===== src/hw/rtl/rne_pkg.sv =====
`timescale 1ns / 1ps

package rne_pkg;

   // Largest value that has a numeral
   localparam int unsigned MAX_VALUE = 3999;

   // Widths of the letter buffer carried down the pipeline
   localparam int unsigned LTR_W     = 3;
   localparam int unsigned SLOTS     = 16;
   localparam int unsigned BUF_W     = LTR_W * SLOTS;
   localparam int unsigned CNT_W     = 4;
   localparam int unsigned PAT_SLOTS = 4;
   localparam int unsigned PAT_W     = LTR_W * PAT_SLOTS;
   localparam int unsigned LEN_W     = 3;

   // Internal letter codes; LTR_NONE stands for the error result
   typedef enum logic [LTR_W-1:0] {
      LTR_NONE,
      LTR_I,
      LTR_V,
      LTR_X,
      LTR_L,
      LTR_C,
      LTR_D,
      LTR_M
   } ltr_type;

   // Pattern of one digit: slot 0 in the low bits
   typedef struct packed {
      logic [PAT_W-1:0] codes;
      logic [LEN_W-1:0] len;
   } pat_type;

   // A whole numeral handed to the output stage
   typedef struct packed {
      logic [BUF_W-1:0] codes;
      logic [CNT_W-1:0] cnt;
      logic             err;
   } num_type;

   // ASCII code of a letter
   function automatic logic [6:0] ltr_ascii(input ltr_type code);
      logic [6:0] a;
      case (code)
         LTR_I:   a = 7'h49;
         LTR_V:   a = 7'h56;
         LTR_X:   a = 7'h58;
         LTR_L:   a = 7'h4C;
         LTR_C:   a = 7'h43;
         LTR_D:   a = 7'h44;
         LTR_M:   a = 7'h4D;
         default: a = 7'h00;
      endcase
      return a;
   endfunction

   // Letters for one decimal digit, given its one, five and ten letters
   function automatic pat_type digit_pat(input logic [3:0] d, input ltr_type one,
                                         input ltr_type five, input ltr_type ten);
      pat_type p;
      p.codes = '0;
      p.len   = '0;
      case (d)
         4'd1: begin
            p.codes[2:0] = one;
            p.len = 3'd1;
         end
         4'd2: begin
            p.codes[5:0] = {one, one};
            p.len = 3'd2;
         end
         4'd3: begin
            p.codes[8:0] = {one, one, one};
            p.len = 3'd3;
         end
         4'd4: begin
            p.codes[5:0] = {five, one};
            p.len = 3'd2;
         end
         4'd5: begin
            p.codes[2:0] = five;
            p.len = 3'd1;
         end
         4'd6: begin
            p.codes[5:0] = {one, five};
            p.len = 3'd2;
         end
         4'd7: begin
            p.codes[8:0] = {one, one, five};
            p.len = 3'd3;
         end
         4'd8: begin
            p.codes[11:0] = {one, one, one, five};
            p.len = 3'd4;
         end
         4'd9: begin
            p.codes[5:0] = {ten, one};
            p.len = 3'd2;
         end
         default: begin
            p.codes = '0;
            p.len   = '0;
         end
      endcase
      return p;
   endfunction

endpackage


===== src/hw/rtl/rne_emitter.sv =====
`timescale 1ns / 1ps

module rne_emitter
   import rne_pkg::*;
(
   input  logic       clock,
   input  logic       reset,
   input  logic       load_valid,
   input  num_type    load_num,
   output logic       load_take,
   output logic       rsp_valid,
   input  logic       rsp_stall,
   output logic [6:0] rsp_letter,
   output logic       rsp_last,
   output logic       rsp_error
);

   logic             valid_ff;
   logic [BUF_W-1:0] codes_ff;
   logic [CNT_W-1:0] cnt_ff;
   logic             err_ff;
   logic             sent;
   logic             final_sent;

   assign sent       = valid_ff && !rsp_stall;
   assign final_sent = sent && (cnt_ff == CNT_W'(1));
   // Free for a new numeral when empty or when the last letter leaves now
   assign load_take  = !valid_ff || final_sent;

   // Control: valid flag
   always_ff @(posedge clock) begin
      if (reset) begin
         valid_ff <= 1'b0;
      end else if (load_take) begin
         valid_ff <= load_valid;
      end
   end

   // Letter buffer: load a numeral, or shift out one letter per transaction
   always_ff @(posedge clock) begin
      if (load_take && load_valid) begin
         codes_ff <= load_num.codes;
         cnt_ff   <= load_num.cnt;
         err_ff   <= load_num.err;
      end else if (sent) begin
         codes_ff <= codes_ff >> LTR_W;
         cnt_ff   <= cnt_ff - CNT_W'(1);
      end
   end

   assign rsp_valid  = valid_ff;
   assign rsp_letter = ltr_ascii(ltr_type'(codes_ff[LTR_W-1:0]));
   assign rsp_last   = (cnt_ff == CNT_W'(1));
   assign rsp_error  = err_ff;

endmodule


===== src/hw/rtl/roman_numeral_encoder_top.sv =====
`timescale 1ns / 1ps

// Channel  | Direction | Ports                                   | Transaction
// req      | in        | req_valid, req_stall, req_value[11:0]   | one integer
// rsp      | out       | rsp_valid, rsp_stall, rsp_letter[6:0],  | one letter
//          |           | rsp_last, rsp_error                     |
//
// Four register stages (thousands, hundreds, tens/units with patterns, merge) feed an
// output stage, which registers each numeral before rsp_valid rises for it.
// The output stage sends one letter per cycle while rsp_stall is low: a numeral has
// 1 to 15 letters, an error result has one; an input of 0 sends nothing on rsp.
// reset is synchronous and clears only the valid bits of the stages.
// rsp_stall holds the output stage and backs up through the stages to req_stall;
// req accepts one transaction per cycle while any stage has room.

module roman_numeral_encoder_top
   import rne_pkg::*;
(
   input  logic        clock,
   input  logic        reset,
   input  logic        req_valid,
   output logic        req_stall,
   input  logic [11:0] req_value,
   output logic        rsp_valid,
   input  logic        rsp_stall,
   output logic [6:0]  rsp_letter,
   output logic        rsp_last,
   output logic        rsp_error
);

   // Stage registers
   logic         s1_v_ff, s2_v_ff, s3_v_ff, s4_v_ff;
   logic [1:0]   s1_th_ff, s2_th_ff;
   logic [9:0]   s1_rem_ff;
   logic [3:0]   s2_hu_ff;
   logic [6:0]   s2_rem_ff;
   logic         s1_err_ff, s2_err_ff, s3_err_ff;
   pat_type      s3_pat_ff [PAT_SLOTS];
   num_type      s4_num_ff;

   // Next values
   logic [1:0]   s1_th_in;
   logic [9:0]   s1_rem_in;
   logic         s1_err_in;
   logic [3:0]   s2_hu_in;
   logic [6:0]   s2_rem_in;
   logic [3:0]   s3_te;
   logic [3:0]   s3_un;
   pat_type      s3_pat_in [PAT_SLOTS];
   num_type      s4_num_in;

   logic         en1, en2, en3, en4;
   logic         load_take;
   logic         pop4;

   // Flow control: a stage moves when it is empty or its successor moves
   assign pop4      = s4_v_ff && ((s4_num_ff.cnt == '0) || load_take);
   assign en4       = !s4_v_ff || pop4;
   assign en3       = !s3_v_ff || en4;
   assign en2       = !s2_v_ff || en3;
   assign en1       = !s1_v_ff || en2;
   assign req_stall = !en1;

   // Stage 1: range check and thousands digit
   always_comb begin
      s1_err_in = (req_value > 12'(MAX_VALUE));
      s1_th_in  = '0;
      s1_rem_in = req_value[9:0];
      for (int k = 1; k <= 3; k++) begin
         if (req_value >= 12'(k * 1000)) begin
            s1_th_in  = 2'(k);
            s1_rem_in = 10'(req_value - 12'(k * 1000));
         end
      end
   end

   // Stage 2: hundreds digit
   always_comb begin
      s2_hu_in  = '0;
      s2_rem_in = s1_rem_ff[6:0];
      for (int k = 1; k <= 9; k++) begin
         if (s1_rem_ff >= 10'(k * 100)) begin
            s2_hu_in  = 4'(k);
            s2_rem_in = 7'(s1_rem_ff - 10'(k * 100));
         end
      end
   end

   // Stage 3: tens and units, then the pattern of each digit
   always_comb begin
      s3_te = '0;
      s3_un = s2_rem_ff[3:0];
      for (int k = 1; k <= 9; k++) begin
         if (s2_rem_ff >= 7'(k * 10)) begin
            s3_te = 4'(k);
            s3_un = 4'(s2_rem_ff - 7'(k * 10));
         end
      end
      s3_pat_in[0] = digit_pat({2'b00, s2_th_ff}, LTR_M, LTR_M, LTR_M);
      s3_pat_in[1] = digit_pat(s2_hu_ff, LTR_C, LTR_D, LTR_M);
      s3_pat_in[2] = digit_pat(s3_te, LTR_X, LTR_L, LTR_C);
      s3_pat_in[3] = digit_pat(s3_un, LTR_I, LTR_V, LTR_X);
   end

   // Stage 4: pack the four patterns into one letter buffer, or one error letter on a range error
   always_comb begin
      logic [BUF_W-1:0] codes;
      logic [CNT_W-1:0] off;
      codes = '0;
      off   = '0;
      for (int p = 0; p < PAT_SLOTS; p++) begin
         codes = codes | (BUF_W'(s3_pat_ff[p].codes) << (6'(off) * 6'd3));
         off   = off + CNT_W'(s3_pat_ff[p].len);
      end
      if (s3_err_ff) begin
         s4_num_in.codes = BUF_W'(LTR_NONE);
         s4_num_in.cnt   = CNT_W'(1);
         s4_num_in.err   = 1'b1;
      end else begin
         s4_num_in.codes = codes;
         s4_num_in.cnt   = off;
         s4_num_in.err   = 1'b0;
      end
   end

   // Valid bits
   always_ff @(posedge clock) begin
      if (reset) begin
         s1_v_ff <= 1'b0;
         s2_v_ff <= 1'b0;
         s3_v_ff <= 1'b0;
         s4_v_ff <= 1'b0;
      end else begin
         if (en1) s1_v_ff <= req_valid;
         if (en2) s2_v_ff <= s1_v_ff;
         if (en3) s3_v_ff <= s2_v_ff;
         if (en4) s4_v_ff <= s3_v_ff;
      end
   end

   // Stage payloads
   always_ff @(posedge clock) begin
      if (en1) begin
         s1_th_ff  <= s1_th_in;
         s1_rem_ff <= s1_rem_in;
         s1_err_ff <= s1_err_in;
      end
      if (en2) begin
         s2_th_ff  <= s1_th_ff;
         s2_hu_ff  <= s2_hu_in;
         s2_rem_ff <= s2_rem_in;
         s2_err_ff <= s1_err_ff;
      end
      if (en3) begin
         s3_pat_ff <= s3_pat_in;
         s3_err_ff <= s2_err_ff;
      end
      if (en4) begin
         s4_num_ff <= s4_num_in;
      end
   end

   // Output stage: letters of numerals with no letters are never loaded
   rne_emitter u_emitter (
      .clock      (clock),
      .reset      (reset),
      .load_valid (s4_v_ff && (s4_num_ff.cnt != '0)),
      .load_num   (s4_num_ff),
      .load_take  (load_take),
      .rsp_valid  (rsp_valid),
      .rsp_stall  (rsp_stall),
      .rsp_letter (rsp_letter),
      .rsp_last   (rsp_last),
      .rsp_error  (rsp_error)
   );

endmodule


===== config.mk =====
export PLATFORM = sky130hd
export DESIGN_NAME = roman_numeral_encoder_top
export DESIGN_NICKNAME = d
export VERILOG_FILES = /design/src/hw/rtl/rne_pkg.sv /design/src/hw/rtl/rne_emitter.sv /design/src/hw/rtl/roman_numeral_encoder_top.sv
export SDC_FILE = /design/constraint.sdc
export NUM_CORES = 1
export LEC_CHECK = 0
export ABC_CLOCK_PERIOD_IN_PS = 4850
export BUFFER_PORTS_ARGS = -buffer_cell sky130_fd_sc_hd__buf_2
export CAP_MARGIN = 20
export CORE_MARGIN = 5
export CORE_UTILIZATION = 40
export CTS_BUF_LIST = sky130_fd_sc_hd__clkbuf_16
export CTS_CLUSTER_DIAMETER = 120
export DETAILED_ROUTE_END_ITERATION = 6
export GPL_ROUTABILITY_DRIVEN = 0
export PLACE_DENSITY = 0.6
export SLEW_MARGIN = 20
export SYNTH_ARGS = -nofsm -noshare
export SYNTH_HDL_FRONTEND = slang
export SYNTH_SLANG_ARGS = --single-unit

===== constraint.sdc =====
create_clock -name clock -period 4.85 [get_ports clock]
set_input_delay 0.485 -clock clock [delete_from_list [all_inputs] [get_ports clock]]
set_output_delay 0.485 -clock clock [all_outputs]
set_load 0.03 [all_outputs]

==> out/metrics.yaml, run 1 <==
status: "finished clean"
htreeDepth: 4
synthCells: 1212
setup-violations-final: 0
grt_max_degree: 55
grt_first_pass_wirelength_um: 45300
wl_met1_um: 12100
async_flop_share_pct: 0
diodes: 0
yosysWarnings: 0
synth_edf_count: 168
slew_headroom_pct: 41.6
nets: 1278
timing.max_cap.violations: 0
rows: 61
crit_type: "register to register"
start_util_pct: 40.5
drive_gt1_share_pct: 9.98
wl_met2_um: 12700
slowest_delay_ns: 0.68
vias: 9023
min_period_ns: 4.51
post_cts_resized: 0
die_area_um2: 31700
hold_viol: 0
cts_root_buf: "clkbuf_16"
antenna_found_initial: 0
totalWireLength_um: 27400
area_delta_synth_final_pct: 10.1
utilization_pct: 44.6
worstPathCellList: "ha_1, fa_1, ha_1, a21o_1, a21oi_1, xor2_1, ha_1, a21oi_1, xnor3_1, nor2_1, a222oi_1, a21oi_1"
worst_pin_slew_ns: 0.864
detailed_place_hpwl_um: 20000
cts_hold_buf: 0
port-buffer-count: 25
cp.arrival_ns: 4.79
mostFrequentLayoutCells: "nand2_1, edfxtp_1, nor2_1, a21oi_1, o21ai_0"
dp.cells: 1568
seq_area_frac_synth_pct: 45.6
grtUsageTotal_pct: 17.7
synth_flop_cell: "edfxtp_1"
skew_ns: 0.0245
numCtsBuffers: 17
clk_latency_ns: 0.44
crit_slowest_cell: "nor2_1"
ys_ff_latch: 173
die_x_um: 178
antenna_left: 0
worstPathRequired_ns: 5.13
num_io_pins: 27
maxSlewViolCount: 0
wire_per_inst_um: 17.1
setup_tns_ns: 0
viasPerCell: 5.64
grt.overflow.total: 0
post-cts-setup-buffer-count: 0
hold_path_startpoint: "req_value[1]"
hold_class: "input port to register"
drtIter0Drc: 1134
startpoint_type: "register"
worst_setup_path_end_kind: "register"
syn_nets: 1281
drt_pass1_iterations: 6
fin_cells: 1600
cts_max_path_buffers: 2
grt_setup_unrepaired: "false"
avgSynthCellArea_um2: 9.31
r2r-start: "s3_pat_ff[45]"
period_share_pct: 93.0
final_common_cell: "nand2_1"
drc: 0
first_global_vias: 8683
routed.top_layer: "met4"
crit_fanout: 15
setup.worst_path.start: "s3_pat_ff[45]"
clkSinkCount: 173
die_h_um: 178
max_freq_mhz: 222
core_um2: 27900
clk_pin_slew_ns: 0.08
yosys.cell_types.count: 77
dr_wl_met3_um: 1800
cts_tree: "yes"
synth_area_um2: 11300
r2r_setup_slack_ns: 0.34
-- metrics by stage --
| step | hold WS (ns) | setup WS, ns | cell area (µm²) |
|---|---|---|---|
| 2_1_floorplan | 0.400 | 0.768 | 11300 |
| 5_1_grt | 0.227 | 0.0635 | 12400 |
| 3_3_place_gp | 0.402 | 0.612 | 11800 |
| 3_5_place_dp | 0.405 | 0.463 | 11800 |
| 6_report | 0.256 | 0.341 | 12400 |
| 4_1_cts | 0.232 | 0.413 | 12400 |
-- worst max-delay path, delay by kind of cell, from the launching register on --
family	cells	cell delay, ns
xor gates and xnor gates	2	0.78
AOI/OAI and AO/OA	5	1.12
and+or+nand+nor	1	0.68
adders and majority gates	4	1.36
DFF	1	0.40
-- path summary, 6_finish.rpt --
check,end,depth (start not counted)
worst max-delay path,s4_num_ff[39],12
worst min-delay path,s1_rem_ff[1],1
worst max register to register,s4_num_ff[39],12
worst min register to register,u_emitter.rsp_error,0
-- cell type report --
| class | count | area, µm² |
|---|---|---|
| Fill cell | 2686 | 15400 |
| Tap cell | 378 | 473 |
| Inverter | 52 | 195 |
| Sequential cell | 173 | 5140 |
| Clock buffer | 17 | 425 |
| Clock inverter | 15 | 206 |
| Timing Repair Buffer | 47 | 290 |
| Multi-Input combinational cell | 918 | 5690 |
-- registers in the layout, summed over array words and instances (netlist names), 2 cells and up --
name	flops
s2_rem_ff	7
u_emitter.codes_ff	48
u_emitter.cnt_ff	4
s1_th_ff	2
s3_pat_ff	34
s2_hu_ff	4
s2_th_ff	2
s1_rem_ff	10
s4_num_ff	53
-- synthesized netlist by cell type, drive strengths merged, types with 14 or more instances --
master  number  area, µm²
a21oi       83        415
a221oi      22        193
a31oi       20        125
and3        14       87.6
clkbuf      63        236
edfxtp     168       5040
ha          48        601
inv         50        188
mux2        20        225
mux2i       30        300
nand2      221        830
nand2b      22        138
nand3       27        135
nor2       110        413
nor2b       14       87.6
nor3        22        121
o21ai       54        270
o22ai       21        131
xnor2       23        201
-- per-layer routing --
metal | track usage [%] | vias to the layer above
li1 | - | 4405
met3 | 3.09 | 58
met5 | 0 | -
met4 | 6.28 | 0
met1 | 23.8 | 4166
met2 | 28.9 | 394
-- cells by family after synthesis --
kind of cell	share of synthesized area, %
buf+inv	4.12
fa+ha+maj	6.21
simple gates	19.2
compound gates	17.7
mux	4.66
other cells	0.0332
flops	45.6
xor+xnor	2.53
Power of run 1 is not shown: default switching activity piles up to over one toggle a cycle in this logic, so the estimate is an artifact.
==> run 2: changes to the inputs <==
ABC_AREA = 1   (was unset)
==> run 2 against run 1 <==
Effect of this change:
- final cell count rose by 17%
- sequential cell count did not move
- utilization fell by 0.40 points
- highest routed layer unchanged
- non-clock buffer count fell by 4
- setup slack improved by 0.13 ns
- count of clock-buffer cells in the layout did not move
- hold slack got worse by 0.014 ns
- design area rose by 1.3%
- maximum frequency rose by 2.9%
==> out/metrics.yaml, run 2 <==
clkSinkCount: 173  # unchanged
viasPerCell: 5.18  # -8.1%
drt_pass1_iterations: 5  # -1
start_util_pct: 40.3  # -0.26 points
drtIter0Drc: 972  # -14%
utilization_pct: 44.2  # -0.40 points
setup_tns_ns: 0  # unchanged
status: "finished clean"
grtUsageTotal_pct: 18.0  # +0.34 points
synth_flop_cell: "edfxtp_1"
detailed_place_hpwl_um: 21000  # +4.6%
clk_pin_slew_ns: 0.07  # about the same
ys_ff_latch: 173  # unchanged
grt_first_pass_wirelength_um: 46700  # +3.0%
yosys.cell_types.count: 55  # -29%
pre_cts_ws_ns: 0.366  # -0.0972 ns
hold_class: "input port to register"
synth_most_common_cell: "nand2_1"
die_h_um: 179  # +0.72%
grt.overflow.total: 0  # unchanged
antenna_left: 0  # unchanged
worstPathRequired_ns: 5.16  # +0.03 ns
cp.arrival_ns: 4.70  # -0.09 ns
synth_area_leader_cell: "edfxtp_1"
antenna_found_initial: 0  # unchanged
first_global_vias: 9141  # +5.3%
htreeDepth: 4  # unchanged
cp_num_cells: 17  # +5
max_freq_mhz: 228  # +2.9%
synth_area_um2: 11500  # +1.5%
cp_top_family: "adder cells"
core_um2: 28500  # +2.2%
whs_path_depth: 1  # unchanged
min_period_ns: 4.38  # -0.128 ns
vias: 9726  # +7.8%
largest_reg_flops: 53  # unchanged
cts_root_buf: "clkbuf_16"
async_flop_share_pct: 0  # unchanged
critPathBufInv: 5  # +5
rows: 62  # +1.6%
synth_top_area_share_pct: 44.0  # -0.68 points
wire_per_inst_um: 15.1  # -12%
crit_type: "register to register"
port-buffer-count: 25  # unchanged
crit_fanout: 11  # -4
num_io_pins: 27  # unchanged
seq_area_frac_synth_pct: 44.9  # -0.69 points
synth_edf_count: 168  # unchanged
period_share_pct: 90.3  # -2.6 points
numCtsBuffers: 17  # unchanged
crit_slowest_cell: "fa_1"
skew_ns: 0.0162  # -0.00827 ns
slew_headroom_pct: 29.6  # -12 points
grt_setup_unrepaired: "false"
drive_gt1_share_pct: 7.84  # -2.1 points
timing.max_cap.violations: 0  # unchanged
cts_hold_buf: 0  # unchanged
setup_ws_ns: 0.468  # +0.128 ns
largest_register: "s4_num_ff"
mostFrequentLayoutCells: "nand2_1, edfxtp_1, inv_1, o21ai_0, nor2_1"
yosysWarnings: 0  # unchanged
final_common_cell: "nand2_1"
totalWireLength_um: 28300  # +3.3%
r2r_cells: 17  # +5
top_regs: "s4_num_ff: 53 flops, u_emitter.codes_ff: 48 flops, s3_pat_ff: 34 flops"
nets: 1548  # +21%
setup-violations-final: 0  # unchanged
die_x_um: 179  # +0.72%
diodes: 0  # unchanged
crit_path_frequent_cell: "inv_1"
cts_max_path_buffers: 2  # unchanged
worst_setup_path_end_kind: "register"
maxSlewViolCount: 0  # unchanged
yosys-top-cells-count: "nand2_1, edfxtp_1, inv_1"
area_delta_synth_final_pct: 9.82
syn_nets: 1541  # +20%
grt_max_degree: 55  # unchanged
drc: 0  # unchanged
cts_tree: "yes"
synthCells: 1472  # +21%
slowest_delay_ns: 0.48  # -0.20 ns
hold_viol: 0  # unchanged
startpoint_type: "register"
clk_latency_ns: 0.44  # about the same
die_area_um2: 32100  # +1.5%
avgSynthCellArea_um2: 7.79  # -16%
worstPathCellList: "ha_1, fa_1, xnor2_1, inv_1, ha_1, xor2_1, inv_1, fa_1, a21oi_2, inv_1, nor2_2, inv_1, nor2_1, a221oi_1, o21ai_0, nand2_1, inv_1"
worst_pin_slew_ns: 1.05  # +0.188 ns
ys_top_cells_by_area: "edfxtp_1, nand2_1, o21ai_0"
==> run 2: cell count changes in the layout (fill, tap and decap cells not counted), moves of 13 or more <==
cell      change
o21ai_0      +72
nand2b_1     -21
xnor2_1      -13
nor3_1       -16
nand3_1      +40
and3_1       -14
mux2i_1      -23
nand2_1     +244
a221oi_1     -18
nor2_1       +14
mux2_2       -20
nor2b_1      -14
inv_1       +111
==> run 2: cell families (layout without fill, tap and decap cells) <==
group,count (synthesis),after routing,synth area share (%)
xor+xnor,24,24,1.83
mux,6,6,0.524
simple gates,700,700,24.6
fa+ha+maj,53,53,6.11
buf+inv,231,251,7.76
other cells,1,1,0.0327
flops,173,173,44.9
compound gates,284,284,14.2
==> run 2: what timing repair did <==
action                                  in CTS  in global routing
endpoints found under the setup margin       0                  4
gates resized for setup                      0                  3
setup buffers                                0                  1
==> run 2: routing by layer <==
layer | vias up | GRT usage, % | routed length, µm | share of wire [%]
li1 | 4914 | - | - | -
met1 | 4485 | 24.2 | 12900 | 46
met2 | 271 | 30.1 | 13500 | 48
met3 | 56 | 2.34 | 1200 | 4.2
met4 | 0 | 6.19 | 755 | 2.7
met5 | - | 0 | 0 | 0
==> run 2: worst register-to-register path, delay by kind of cell, from the launching register on <==
family	cells	cell delay, ns
adder cells (fa/ha/maj)	4	1.43
buffers and inverters	5	0.85
AND/OR/NAND/NOR	3	0.59
AO/OA/AOI/OAI	3	0.59
XOR/XNOR	2	0.43
flip-flops	1	0.39
==> run 2: layout make-up <==
class	count	area, µm²
fillers	2870	15900
multi-input cells	1068	5440
flip-flops and latches	173	5140
inverters	176	667
well taps	384	480
clock buffers	17	425
repair buffers	43	277
clock inverters	15	153
==> run 2: worst paths after layout <==
kind	to	from	slack, ns
worst max register to register	s4_num_ff[40]	s3_pat_ff[45]	0.47
worst max-delay path	s4_num_ff[40]	s3_pat_ff[45]	0.47
worst min register to register	s3_err_ff	s2_err_ff	0.42
worst min-delay path	s1_rem_ff[1]	req_value[1]	0.24
==> run 2: per-stage QoR <==
step           cells  cell area (µm²)  hold WS [ns]
2_1_floorplan   1472            11500         0.400
3_3_place_gp    1843            12000         0.402
6_report        1876            12600         0.242
4_1_cts         1875            12600         0.229
5_1_grt         1876            12600         0.244
3_5_place_dp    1843            12000         0.405
Power of run 2 is left out for the same reason.
